[src/design/ttui_pkg.sv]
// ----------------------------------------------------------------------------
// ttui_pkg: shared types for the text-to-unsigned-integer parser
// Holds the field widths and the classified-character word that travels
// from the front classifier through the queue to the parse engine.
// ----------------------------------------------------------------------------
`default_nettype none

package ttui_pkg;

    localparam int CH_W    = 8;
    localparam int RADIX_W = 6;
    localparam int DIGIT_W = 6;
    localparam int VALUE_W = 64;
    localparam int CONS_W  = 16;

    localparam logic [RADIX_W-1:0] RADIX_RESET = 6'd10;

    // One character after classification.
    typedef struct packed {
        logic [DIGIT_W-1:0] digit;     // 0..35, or 36 for a non-digit
        logic               is_space;
        logic               is_plus;
        logic               is_minus;
        logic               is_zero;
        logic               is_x;
    } cls_t;

endpackage

`default_nettype wire

[src/design/ttui_front.sv]
// ----------------------------------------------------------------------------
// ttui_front: character classifier
// Decodes one input byte into digit value and class flags for the queue.
// ----------------------------------------------------------------------------
`default_nettype none

module ttui_front (
    input  wire logic [ttui_pkg::CH_W-1:0] ch,
    output ttui_pkg::cls_t                 cls
);

    localparam logic [7:0] CH_SP      = 8'h20;
    localparam logic [7:0] CH_TAB     = 8'h09;
    localparam logic [7:0] CH_CR      = 8'h0D;
    localparam logic [7:0] CH_PLUS    = 8'h2B;
    localparam logic [7:0] CH_MINUS   = 8'h2D;
    localparam logic [7:0] CH_0       = 8'h30;
    localparam logic [7:0] CH_9       = 8'h39;
    localparam logic [7:0] CH_UA      = 8'h41;
    localparam logic [7:0] CH_UZ      = 8'h5A;
    localparam logic [7:0] CH_LA      = 8'h61;
    localparam logic [7:0] CH_LZ      = 8'h7A;
    localparam logic [7:0] CH_UX      = 8'h58;
    localparam logic [7:0] CH_LX      = 8'h78;
    localparam logic [7:0] UPPER_OFFS = 8'd55;   // 'A' - 10
    localparam logic [7:0] LOWER_OFFS = 8'd87;   // 'a' - 10
    localparam logic [ttui_pkg::DIGIT_W-1:0] DIGIT_NONE = 6'd36;

    logic [7:0] diff;

    always_comb begin
        diff = 8'd0;
        cls.digit = DIGIT_NONE;
        if (ch >= CH_0 && ch <= CH_9) begin
            diff = ch - CH_0;
            cls.digit = diff[ttui_pkg::DIGIT_W-1:0];
        end else if (ch >= CH_LA && ch <= CH_LZ) begin
            diff = ch - LOWER_OFFS;
            cls.digit = diff[ttui_pkg::DIGIT_W-1:0];
        end else if (ch >= CH_UA && ch <= CH_UZ) begin
            diff = ch - UPPER_OFFS;
            cls.digit = diff[ttui_pkg::DIGIT_W-1:0];
        end
        cls.is_space = (ch == CH_SP) || (ch >= CH_TAB && ch <= CH_CR);
        cls.is_plus  = (ch == CH_PLUS);
        cls.is_minus = (ch == CH_MINUS);
        cls.is_zero  = (ch == CH_0);
        cls.is_x     = (ch == CH_LX) || (ch == CH_UX);
    end

endmodule

`default_nettype wire

[src/design/ttui_queue.sv]
// ----------------------------------------------------------------------------
// ttui_queue: two-entry word queue
// Decouples the classifier from the parse engine; push and pop may share
// a cycle, so a full-rate stream passes with no bubbles.
// ----------------------------------------------------------------------------
`default_nettype none

module ttui_queue (
    input  wire logic           aclk,
    input  wire logic           aresetn,
    input  wire logic           push_valid,
    output logic                push_ready,
    input  wire ttui_pkg::cls_t push_data,
    output logic                pop_valid,
    input  wire logic           pop_ready,
    output ttui_pkg::cls_t      pop_data
);

    ttui_pkg::cls_t mem_reg [2];
    logic       wr_ptr_reg, wr_ptr_next;
    logic       rd_ptr_reg, rd_ptr_next;
    logic [1:0] fill_reg,   fill_next;
    logic       push, pop;

    assign push_ready = (fill_reg != 2'd2);
    assign pop_valid  = (fill_reg != 2'd0);
    assign pop_data   = mem_reg[rd_ptr_reg];
    assign push       = push_valid && push_ready;
    assign pop        = pop_valid && pop_ready;

    always_comb begin
        wr_ptr_next = push ? ~wr_ptr_reg : wr_ptr_reg;
        rd_ptr_next = pop  ? ~rd_ptr_reg : rd_ptr_reg;
        fill_next   = fill_reg;
        if (push && !pop) begin
            fill_next = fill_reg + 2'd1;
        end else if (pop && !push) begin
            fill_next = fill_reg - 2'd1;
        end
    end

    always_ff @(posedge aclk) begin
        if (!aresetn) begin
            wr_ptr_reg <= 1'b0;
            rd_ptr_reg <= 1'b0;
            fill_reg   <= 2'd0;
        end else begin
            wr_ptr_reg <= wr_ptr_next;
            rd_ptr_reg <= rd_ptr_next;
            fill_reg   <= fill_next;
        end
        if (push) begin
            mem_reg[wr_ptr_reg] <= push_data;
        end
    end

endmodule

`default_nettype wire

[src/design/ttui_back.sv]
// ----------------------------------------------------------------------------
// ttui_back: parse engine
// Runs the whitespace / sign / prefix / digit sequence, one word per cycle
// unless a held result stalls it, with a single multiply-add on the accumulator and a registered result.
// ----------------------------------------------------------------------------
`default_nettype none

module ttui_back #(
    parameter int COUNT_WIDTH = 16
) (
    input  wire logic                           aclk,
    input  wire logic                           aresetn,
    input  wire logic [ttui_pkg::RADIX_W-1:0]   radix,
    input  wire logic                           pop_valid,
    output logic                                pop_ready,
    input  wire ttui_pkg::cls_t                 pop_data,
    output logic                                m_valid,
    input  wire logic                           m_ready,
    output logic [ttui_pkg::VALUE_W-1:0]        m_value,
    output logic                                m_any_digits,
    output logic [ttui_pkg::CONS_W-1:0]         m_consumed
);

    localparam int RW    = ttui_pkg::RADIX_W;
    localparam int VW    = ttui_pkg::VALUE_W;
    localparam int CW    = ttui_pkg::CONS_W;
    localparam int SAT_W = (COUNT_WIDTH > CW) ? COUNT_WIDTH : CW;
    localparam logic [RW-1:0] BASE_AUTO = 6'd0;
    localparam logic [RW-1:0] BASE_OCT  = 6'd8;
    localparam logic [RW-1:0] BASE_DEC  = 6'd10;
    localparam logic [RW-1:0] BASE_HEX  = 6'd16;
    localparam logic [RW-1:0] BASE_MIN  = 6'd2;
    localparam logic [RW-1:0] BASE_MAX  = 6'd36;

    typedef enum logic [2:0] {
        PH_SPACE,
        PH_PREFIX,
        PH_ZERO,
        PH_AFTERX,
        PH_DIGITS
    } phase_t;

    phase_t                 phase_reg,  phase_next;
    logic                   neg_reg,    neg_next;
    logic [VW-1:0]          accum_reg,  accum_next;
    logic [COUNT_WIDTH-1:0] count_reg,  count_next;
    logic                   seen_reg,   seen_next;
    logic [RW-1:0]          base_reg,   base_next;

    logic                   m_valid_reg,   m_valid_next;
    logic [VW-1:0]          m_value_reg,   m_value_next;
    logic                   m_any_reg,     m_any_next;
    logic [CW-1:0]          m_cons_reg,    m_cons_next;

    logic                   fire;
    logic                   pre_go, dig_go, fin;
    logic [RW-1:0]          pre_base, dig_base;
    logic [1:0]             cnt_inc;
    logic [COUNT_WIDTH:0]   cnt_sum;
    logic [VW+RW-1:0]       prod;
    logic [SAT_W-1:0]       cnt_wide;
    logic [CW-1:0]          cons_sat;

    assign pop_ready    = !m_valid_reg || m_ready;
    assign fire         = pop_valid && pop_ready;
    assign m_valid      = m_valid_reg;
    assign m_value      = m_value_reg;
    assign m_any_digits = m_any_reg;
    assign m_consumed   = m_cons_reg;

    always_comb begin
        phase_next   = phase_reg;
        neg_next     = neg_reg;
        accum_next   = accum_reg;
        seen_next    = seen_reg;
        base_next    = base_reg;
        m_valid_next = m_valid_reg && !m_ready;
        m_value_next = m_value_reg;
        m_any_next   = m_any_reg;
        m_cons_next  = m_cons_reg;
        pre_go       = 1'b0;
        pre_base     = base_reg;
        dig_go       = 1'b0;
        dig_base     = base_reg;
        fin          = 1'b0;
        cnt_inc      = 2'd0;

        prod     = accum_reg * dig_base;
        cnt_wide = SAT_W'(count_reg);
        cons_sat = (cnt_wide > SAT_W'({CW{1'b1}})) ? {CW{1'b1}} : cnt_wide[CW-1:0];

        if (fire) begin
            unique case (phase_reg)
                PH_SPACE: begin
                    if (pop_data.is_space) begin
                        cnt_inc = 2'd1;
                    end else if (pop_data.is_plus || pop_data.is_minus) begin
                        neg_next   = pop_data.is_minus;
                        cnt_inc    = 2'd1;
                        base_next  = radix;
                        phase_next = PH_PREFIX;
                    end else begin
                        pre_go   = 1'b1;
                        pre_base = radix;
                    end
                end
                PH_PREFIX: begin
                    pre_go = 1'b1;
                end
                PH_ZERO: begin
                    if (pop_data.is_x) begin
                        base_next  = (base_reg == BASE_AUTO) ? BASE_HEX : base_reg;
                        phase_next = PH_AFTERX;
                    end else begin
                        dig_go   = 1'b1;
                        dig_base = (base_reg == BASE_AUTO) ? BASE_OCT : base_reg;
                    end
                end
                PH_AFTERX: begin
                    if (pop_data.digit < BASE_HEX) begin
                        accum_next = VW'(pop_data.digit);
                        cnt_inc    = 2'd2;
                        phase_next = PH_DIGITS;
                    end else begin
                        fin = 1'b1;
                    end
                end
                PH_DIGITS: begin
                    dig_go = 1'b1;
                end
                default: begin
                    dig_go = 1'b1;
                end
            endcase

            // Prefix step: a leading zero may open a hex prefix or, in auto mode, octal.
            if (pre_go) begin
                if ((pre_base == BASE_AUTO || pre_base == BASE_HEX) && pop_data.is_zero) begin
                    seen_next  = 1'b1;
                    cnt_inc    = 2'd1;
                    base_next  = pre_base;
                    phase_next = PH_ZERO;
                end else begin
                    dig_go   = 1'b1;
                    dig_base = (pre_base == BASE_AUTO) ? BASE_DEC : pre_base;
                end
            end

            // Digit step: accumulate or end the number.
            if (dig_go) begin
                phase_next = PH_DIGITS;
                base_next  = dig_base;
                if (dig_base >= BASE_MIN && dig_base <= BASE_MAX
                        && pop_data.digit < dig_base) begin
                    prod       = accum_reg * dig_base;
                    accum_next = prod[VW-1:0] + VW'(pop_data.digit);
                    seen_next  = 1'b1;
                    cnt_inc    = 2'd1;
                end else begin
                    fin = 1'b1;
                end
            end
        end

        cnt_sum    = {1'b0, count_reg} + (COUNT_WIDTH+1)'(cnt_inc);
        count_next = cnt_sum[COUNT_WIDTH] ? {COUNT_WIDTH{1'b1}} : cnt_sum[COUNT_WIDTH-1:0];

        if (fin) begin
            m_valid_next = 1'b1;
            m_value_next = neg_reg ? (VW'(0) - accum_reg) : accum_reg;
            m_any_next   = seen_reg;
            m_cons_next  = seen_reg ? cons_sat : {CW{1'b0}};
            phase_next   = PH_SPACE;
            neg_next     = 1'b0;
            accum_next   = {VW{1'b0}};
            count_next   = {COUNT_WIDTH{1'b0}};
            seen_next    = 1'b0;
        end
    end

    always_ff @(posedge aclk) begin
        if (!aresetn) begin
            phase_reg   <= PH_SPACE;
            neg_reg     <= 1'b0;
            accum_reg   <= {VW{1'b0}};
            count_reg   <= {COUNT_WIDTH{1'b0}};
            seen_reg    <= 1'b0;
            m_valid_reg <= 1'b0;
        end else begin
            phase_reg   <= phase_next;
            neg_reg     <= neg_next;
            accum_reg   <= accum_next;
            count_reg   <= count_next;
            seen_reg    <= seen_next;
            m_valid_reg <= m_valid_next;
        end
        base_reg    <= base_next;
        m_value_reg <= m_value_next;
        m_any_reg   <= m_any_next;
        m_cons_reg  <= m_cons_next;
    end

endmodule

`default_nettype wire

[src/design/text_to_unsigned_integer_parser.sv]
// ----------------------------------------------------------------------------
// text_to_unsigned_integer_parser: streaming text-to-integer parser
//
// Feed one character word per cycle on s_ch (s_valid/s_ready). Leading
// whitespace is skipped, one '+' or '-' is taken, then digits in the base
// held in the radix register (0 = detect from a 0x or 0 prefix). The first
// character that is not part of the number ends it and produces one result
// word on m_value / m_any_digits / m_consumed (m_valid/m_ready); that stop
// character is used up and the next string starts right after it.
// Write the radix on cfg_data with cfg_valid (cfg_ready is always high)
// while no string is in flight; it is latched at each string's first
// non-whitespace character.
// Throughput: one character per cycle unless the result receiver stalls, with the
// multiply-add on the 64-bit accumulator in the parse engine done combinationally.
// Result path: the stop character is written into the queue, the engine pops
// it and forms the result combinationally, and the result word is loaded
// into the output register.
// Reset: radix returns to 10, the queue empties, parsing restarts in the
// whitespace phase and no result is pending.
// Receiver stall: the result word holds, the engine stops draining the
// queue, and s_ready drops once the queue holds two words.
// ----------------------------------------------------------------------------
`default_nettype none

module text_to_unsigned_integer_parser #(
    parameter int COUNT_WIDTH = 16
) (
    input  wire logic                          aclk,
    input  wire logic                          aresetn,
    // Radix register write
    input  wire logic                          cfg_valid,
    output logic                               cfg_ready,
    input  wire logic [ttui_pkg::RADIX_W-1:0]  cfg_data,
    // Character input
    input  wire logic                          s_valid,
    output logic                               s_ready,
    input  wire logic [ttui_pkg::CH_W-1:0]     s_ch,
    // Result output
    output logic                               m_valid,
    input  wire logic                          m_ready,
    output logic [ttui_pkg::VALUE_W-1:0]       m_value,
    output logic                               m_any_digits,
    output logic [ttui_pkg::CONS_W-1:0]        m_consumed
);

    logic [ttui_pkg::RADIX_W-1:0] radix_reg;
    ttui_pkg::cls_t               front_cls;
    ttui_pkg::cls_t               q_data;
    logic                         q_valid;
    logic                         q_ready;

    // Config: always ready; hold the radix until the next write.
    assign cfg_ready = 1'b1;

    always_ff @(posedge aclk) begin
        if (!aresetn) begin
            radix_reg <= ttui_pkg::RADIX_RESET;
        end else if (cfg_valid) begin
            radix_reg <= cfg_data;
        end
    end

    // Front: classify the byte on its way into the queue.
    ttui_front u_front (
        .ch  (s_ch),
        .cls (front_cls)
    );

    // Queue: lets the engine stall on the receiver without a bubble upstream.
    ttui_queue u_queue (
        .aclk       (aclk),
        .aresetn    (aresetn),
        .push_valid (s_valid),
        .push_ready (s_ready),
        .push_data  (front_cls),
        .pop_valid  (q_valid),
        .pop_ready  (q_ready),
        .pop_data   (q_data)
    );

    // Back: parse state and registered result.
    ttui_back #(
        .COUNT_WIDTH (COUNT_WIDTH)
    ) u_back (
        .aclk         (aclk),
        .aresetn      (aresetn),
        .radix        (radix_reg),
        .pop_valid    (q_valid),
        .pop_ready    (q_ready),
        .pop_data     (q_data),
        .m_valid      (m_valid),
        .m_ready      (m_ready),
        .m_value      (m_value),
        .m_any_digits (m_any_digits),
        .m_consumed   (m_consumed)
    );

endmodule

`default_nettype wire

[config.mk]
export PLATFORM = sky130hd
export DESIGN_NAME = text_to_unsigned_integer_parser
export DESIGN_NICKNAME = d
export VERILOG_FILES = /design/src/design/ttui_pkg.sv /design/src/design/ttui_front.sv /design/src/design/ttui_queue.sv /design/src/design/ttui_back.sv /design/src/design/text_to_unsigned_integer_parser.sv
export SDC_FILE = /design/constraint.sdc
export NUM_CORES = 1
export LEC_CHECK = 0
export BUFFER_PORTS_ARGS = -buffer_cell sky130_fd_sc_hd__clkbuf_2
export CAP_MARGIN = 20
export CORE_UTILIZATION = 45
export DETAILED_ROUTE_END_ITERATION = 12
export PLACE_DENSITY_LB_ADDON = 0.12
export SLEW_MARGIN = 20
export SYNTH_ARGS = -nofsm -noshare
export SYNTH_HDL_FRONTEND = slang
export SYNTH_SLANG_ARGS = --single-unit
[constraint.sdc]
create_clock -name aclk -period 9.7 [get_ports aclk]
set_input_delay 0.485 -clock aclk [delete_from_list [all_inputs] [get_ports aclk]]
set_output_delay 0.485 -clock aclk [all_outputs]
set_load 0.02 [all_outputs]
==> results of run 1 <==
-- cells by family after synthesis --
kind of cell | count (synthesis) | synth area share, %
simple gates | 779 | 19.7
compound gates | 433 | 13.4
fa+ha+maj | 387 | 30.9
buf+inv | 242 | 4.40
flops | 206 | 24.2
xor+xnor | 145 | 5.90
mux | 29 | 1.44
other cells | 1 | 0.0174
-- layout make-up --
cell class	count	area, um^2	area share (%)
Tap cell	607	759	3.27
Antenna cell	1	2.50	0.0108
Multi-Input combinational cell	1774	15400	66.4
Clock buffer	33	718	3.09
Timing Repair Buffer	118	633	2.73
Inverter	88	330	1.42
Clock inverter	17	133	0.571
Sequential cell	206	5220	22.5
-- cells in the mapped netlist, types with 8 or more instances --
master,number
and2_1,287
fa_1,241
ha_1,146
nor2_1,140
clkbuf_1,137
nand2_1,121
xnor2_1,114
edfxtp_1,109
a21oi_1,103
dfxtp_1,97
inv_1,84
o21ai_0,79
and3_1,70
a22oi_1,52
a21o_1,33
xor2_1,31
nand3_1,25
nor3_1,25
o31ai_1,22
nor2b_1,18
mux2i_1,17
nand2b_1,17
a31oi_1,15
nand4_1,15
a211oi_1,14
or3_1,13
a22o_1,11
mux2_2,11
o21a_1,10
or4_1,10
o21bai_1,9
a221oi_1,8
o211ai_1,8
o41ai_1,8
-- power by group --
part | internal (uW) | leakage (uW) | switching (uW)
Clock | 555 | 0.000409 | 420
Sequential | 1130 | 0.00181 | 109
Combinational | 459 | 0.00882 | 1320
-- worst reg2reg max path, stage by stage (launching register included) --
cell and delay, ns:
dfxtp_1 0.70, mux2i_1 0.52, a211oi_1 0.17, nor4b_1 0.82, a21oi_4 0.08, buf_4 0.31, and2_1 0.24, fa_1 0.52
fa_1 0.46, fa_1 0.50, ha_1 0.31, ha_1 0.37, a21o_1 0.24, a2111o_1 0.41, a41oi_1 0.42, o221ai_1 0.19
nor2_1 0.25, o31ai_1 0.19, a211oi_1 0.59, nor3_1 0.12, or3_1 0.32, a32o_1 0.24
-- per-stage QoR --
| step | instance area (um^2) | instances | utilization [%] |
|---|---|---|---|
| 6_report | 23200 | 2844 | 49.6 |
| 5_1_grt | 23200 | 2843 | 49.6 |
| 4_1_cts | 23200 | 2843 | 49.6 |
| 3_5_place_dp | 22400 | 2793 | 47.7 |
| 3_3_place_gp | 22400 | 2793 | 47.7 |
| 2_1_floorplan | 21500 | 2222 | - |
-- metal layers --
| metal | global-route usage, % | vias to the layer above |
|---|---|---|
| met5 | 0 | - |
| met4 | 6.28 | 0 |
| met3 | 4.29 | 82 |
| met2 | 39.5 | 439 |
| met1 | 33.6 | 8256 |
| li1 | - | 7679 |
-- cell usage in the layout, fill, tap and decap left out, drive strengths merged, types with 10 or more instances in the layout --
master,count
clkinv,15
nand2b,17
a21o,33
xor2,31
clkbuf,134
and3,70
o21ai,84
mux2i,17
nor2b,18
ha,146
xnor2,114
nand3,26
nor3,27
buf,17
mux2,12
nand4,15
fa,241
o31ai,25
or4,11
and2,287
inv,86
a21oi,103
a31oi,15
a22oi,52
dfxtp,97
nor2,140
nand2,121
or3,13
o21a,10
a211oi,14
a22o,11
edfxtp,109
-- how the worst max path moves through the flow --
stage	to	slack [ns]	cells after the start
2_1_floorplan	u_back.m_any_digits	2.34	13
3_3_place_gp	u_back.accum_reg[62]	1.90	21
3_5_place_dp	u_back.accum_reg[62]	1.72	21
4_1_cts	u_back.accum_reg[62]	1.64	21
5_1_grt	u_back.accum_reg[62]	1.01	21
6_report	u_back.accum_reg[62]	1.58	21
==> flow_summary.yaml, run 1 <==
status:
  status: "finished with violations"
  violations: "design-rule violations"
critical_path:
  rrSetupSlack_ns: 1.58
  crit_slowest_cell: "nor4b_1"
  crit_type: "register to register"
  path_cells: "mux2i_1 -> a211oi_1 -> nor4b_1 -> a21oi_4 -> buf_4 -> and2_1 -> fa_1 -> fa_1 -> fa_1 -> ha_1 -> ha_1 -> a21o_1 -> a2111o_1 -> a41oi_1 -> o221ai_1 -> nor2_1 -> o31ai_1 -> a211oi_1 -> nor3_1 -> or3_1 -> a32o_1"
  cp_slowest_stage_delay_ns: 0.82
  crit_path_start_kind: "register"
  crit_required_ns: 10.15
  crit_path_end_kind: "register"
  crit_top_cell: "fa_1"
  worst-path-buf-inv: 1
  arrival_ns: 8.57
  crit_fanout: 33
  r2r_cells: 21
  r2r-end: "u_back.accum_reg[62]"
  path_delay_family: "compound AO/OA/AOI/OAI gates"
route:
  met2_length_um: 26700
  vias: 16456
  met3RoutedLength_um: 3290
  wl_per_cell_um: 20.2
  highest_layer: "met4"
  drtIter0Drc: 1072
  firstDrtPassIters: 11
  viasPerCell: 5.79
  ant_nets: 0
  drc_errors: 8
  wirelength_um: 57500
  wl_met1_um: 26200
min_path:
  hp-start: "cfg_data[3]"
  whs_path_depth: 3
  hold-path-endpoint: "radix_reg[3]"
  hp-class: "primary input to register"
cts:
  cts_tree: "yes"
  cts_buffer_depth: 3
  cts.root.buffer_cell: "clkbuf_16"
  cts.sinks: 206
  clock_latency_ns: 0.58
  post-cts-setup-buffers: 0
  ctsResizeCount: 0
  clkTransAtPathRegs_ns: 0.06
  holdBufCountCts: 0
  htreeDepth: 1
  cts_inserted_buffers: 27
synth:
  yosys_warnings: 0
  synthTopCellsByArea: "fa_1 22%, edfxtp_1 15%, dfxtp_1 9.0%"
  synth_area_um2: 21500
  syn-num-nets: 2628
  dominantRegCellSynth: "edfxtp_1"
  syn_inst: 2222
  synthDistinctLibCells: 80
  synth_edf_count: 109
  yosys.area.top_type: "fa_1"
  ys_seq_area_share_pct: 24.2
  async_flop_share_pct: 0
  syn_area_per_cell_um2: 9.69
  ys_ff_latch: 206
  synth_top_area_share_pct: 22.4
floorplan:
  core_um2: 46900
  start_util_pct: 46.0
  dieArea_um2: 48700
  die_w_um: 221
  rows: 79
  die_h_um: 221
  io_pins: 103
place:
  pre_cts_ws_ns: 1.72
  gp_congestion: 0.939
  port-buffer-count: 101
  hpwl_um: 41800
grt:
  grt_pass1_wl_um: 93800
  grt_pass1_vias: 17092
  grt_overflow: 0
  antenna_found_initial: 0
  grt_max_degree: 62
  grt_util_all_layers_pct: 24.4
sta:
  hold_ws_ns: 0.119
  worst_slew_margin_rel_pct: 32.6
  finClkSkew_ns: 0.0293
  fmax_ghz: 0.123
  finalHoldViolations: 0
  post-route-min-period_ns: 8.12
  rsz0062_at_grt: "no"
  layout_setup_ws_ns: 1.58
  tightest_slew_ns: 0.986
  setup_tns_ns: 0
  slew_viol_final: 0
  setup_viol: 0
  fin_crit_sh_pct: 83.7
layout:
  area_delta_synth_final_pct: 7.84
  nNetsFinal: 2621
  num-fill-cells: 4393
  drive_above_1_share_pct: 8.77
power:
  ir_drop_mv: 0.135
  p_leak_uw: 0.0110
  totalPowerFinal_uw: 3990
  power_density_nw_per_um2: 172
run:
  drv_cap: 0
No activity file was read; power rests on OpenSTA's default activity.
==> run 2: changes to the inputs <==
Clock period 9.7 ns to 7.07 ns, I/O delays scaled along.
==> run 2 against run 1 <==
The run still ends with design-rule violations left. First-iteration DRC count grew 12%. Cell area grew 3.5%. Sequential share of layout area shrank 0.75 points. Core utilization grew 1.7 points. Clock power grew 57%. Worst setup slack lost 1.3 ns. Die area is the same. Non-clock buffer count grew 70. Clock skew grew 0.00094 ns. Critical path type unchanged.
==> flow_summary.yaml, run 2 (same netlist as run 1, synthesis figures left out) <==
cts:
  clkTransAtPathRegs_ns: 0.05
  clock_latency_ns: 0.60
  cts.sinks: 206
  cts.root.buffer_cell: "clkbuf_16"
  cts_tree: "yes"
  cts_inserted_buffers: 29
  htreeDepth: 1
  cts_buffer_depth: 3
route:
  drc_errors: 2
  vias: 16816
  wl_per_cell_um: 19.7
  ant_nets: 0
  drtIter0Drc: 1199
  viasPerCell: 5.76
  wirelength_um: 57600
  firstDrtPassIters: 11
sta:
  fin_crit_sh_pct: 96.8
  post-route-min-period_ns: 6.84
  fmax_ghz: 0.146
  tightest_slew_ns: 1.01
  hold_ws_ns: 0.0305
  rsz0062_at_grt: "yes"
  setup_viol: 0
  worst_slew_margin_rel_pct: 32.2
  finalHoldViolations: 0
  slew_viol_final: 0
  finClkSkew_ns: 0.0302
critical_path:
  crit_path_end_kind: "register"
  crit_required_ns: 7.54
  arrival_ns: 7.31
  r2r-end: "u_back.accum_reg[60]"
  rrSetupSlack_ns: 0.23
  crit_fanout: 7
  crit_type: "register to register"
  r2r_cells: 26
  crit_path_start_kind: "register"
  r2r_start: "radix_reg[0]"
place:
  hpwl_um: 42500
  gp_congestion: 0.947
  port-buffer-count: 101
grt:
  grt_pass1_vias: 17470
  grt_overflow: 0
  grt_pass1_wl_um: 94100
  grt_max_degree: 66
  grt_util_all_layers_pct: 24.4
  antenna_found_initial: 2
status:
  violations: "design-rule violations"
  status: "finished with violations"
floorplan:
  core_um2: 46900
  dieArea_um2: 48700
  die_w_um: 221
  rows: 79
  start_util_pct: 46.0
  die_h_um: 221
  io_pins: 103
run:
  drv_cap: 0
power:
  ir_drop_mv: 0.269
  clkPwrFrac_pct: 26.2
  p_leak_uw: 0.0115
  power.share.combinational_pct: 45.4
  power_density_nw_per_um2: 243
  p_seq_share_pct: 28.4
  p_int_uw: 3250
  power.switching_uw: 2600
  sw_frac_of_total_pct: 44.4
layout:
  layout_common_cells: "287 x and2_1, 241 x fa_1, 145 x ha_1"
  final_common_cell: "and2_1"
  utilization_pct: 51.3
  num_antenna_cells: 0
  drive_above_1_share_pct: 12.4
  nNetsFinal: 2693
  area_delta_synth_final_pct: 11.6
min_path:
  hp-start: "cfg_data[4]"
  hp-class: "primary input to register"
  hold-path-endpoint: "radix_reg[4]"
  whs_path_depth: 3
## run 2: repair_timing
item                       4_1_cts  5_1_grt
hold buffers                     2        0
gates cloned                     0        0
pin swaps                        0        4
hold endpoints to repair         2        0
setup endpoints to repair        4       21
buffers inserted                 0        2
resized for setup                6       18
## run 2: how the worst max path moves through the flow
stage                           from                    to  cells past startpoint
2_1_floorplan  u_queue.mem_reg[0][2]  u_back.accum_reg[62]                     26
3_3_place_gp            radix_reg[0]  u_back.accum_reg[60]                     26
3_5_place_dp                register  u_back.accum_reg[60]                     25
4_1_cts           u_back.base_reg[0]  u_back.accum_reg[60]                     26
5_1_grt                 radix_reg[0]  u_back.accum_reg[60]                     26
6_report                radix_reg[0]  u_back.accum_reg[60]                     26
## run 2: critical path, cell delays in order (launching register included)
cell	delay, ns
dfxtp_1	0.30
or4_4	0.54
nor3_2	0.16
or2_4	0.21
mux2_2	0.38
inv_1	0.09
nor2_1	0.06
fa_1	0.54
inv_1	0.05
fa_1	0.48
inv_1	0.07
fa_1	0.55
inv_1	0.06
fa_1	0.51
inv_1	0.07
ha_4	0.27
o211ai_1	0.10
o211ai_1	0.29
a221oi_1	0.12
buf_4	0.18
or2_2	0.32
o311a_1	0.36
a311o_1	0.34
a21boi_2	0.22
a221oi_1	0.12
xnor2_1	0.15
a22o_1	0.17
## run 2: power by group through the flow
stage	clock (uW)	sequential, uW	combinational, uW
after CTS	1570	1660	2610
after detailed placement	0	1680	2590
after global routing	1610	1690	2870
final	1530	1660	2660
after global placement	0	1680	2560
after floorplan	0	1840	1400
## run 2: cell type report
cell class	instances	area, um^2
Inverter	88	330
Timing Repair Buffer	188	1200
Multi-Input combinational cell	1774	15500
Clock inverter	18	216
Sequential cell	206	5220
Fill cell	4346	22800
Clock buffer	36	772
Tap cell	607	759
## run 2: metrics by stage
stage / worst slack (ns) / std cells / instance area (um^2) / TNS [ns] / total power [uW]
final: 0.229 / 2917 / 24000 / 0 / 5840
after global routing: -0.0974 / 2917 / 24000 / -0.136 / 6170
after CTS: 0.0142 / 2915 / 23900 / 0 / 5840
after detailed placement: -0.176 / 2859 / 22900 / -0.391 / 4270
after global placement: -0.0955 / 2859 / 22900 / -0.153 / 4240
after floorplan: 0.201 / 2222 / 21500 / 0 / 3240
## run 2: per-layer routing
| metal | global-route usage [%] | part of all wire (%) | vias to the layer above |
|---|---|---|---|
| met5 | 0 | 0 | - |
| met4 | 7.08 | 2.8 | 0 |
| met3 | 3.49 | 5.4 | 98 |
| met2 | 39.4 | 46 | 460 |
| met1 | 33.7 | 46 | 8441 |
| li1 | - | - | 7817 |
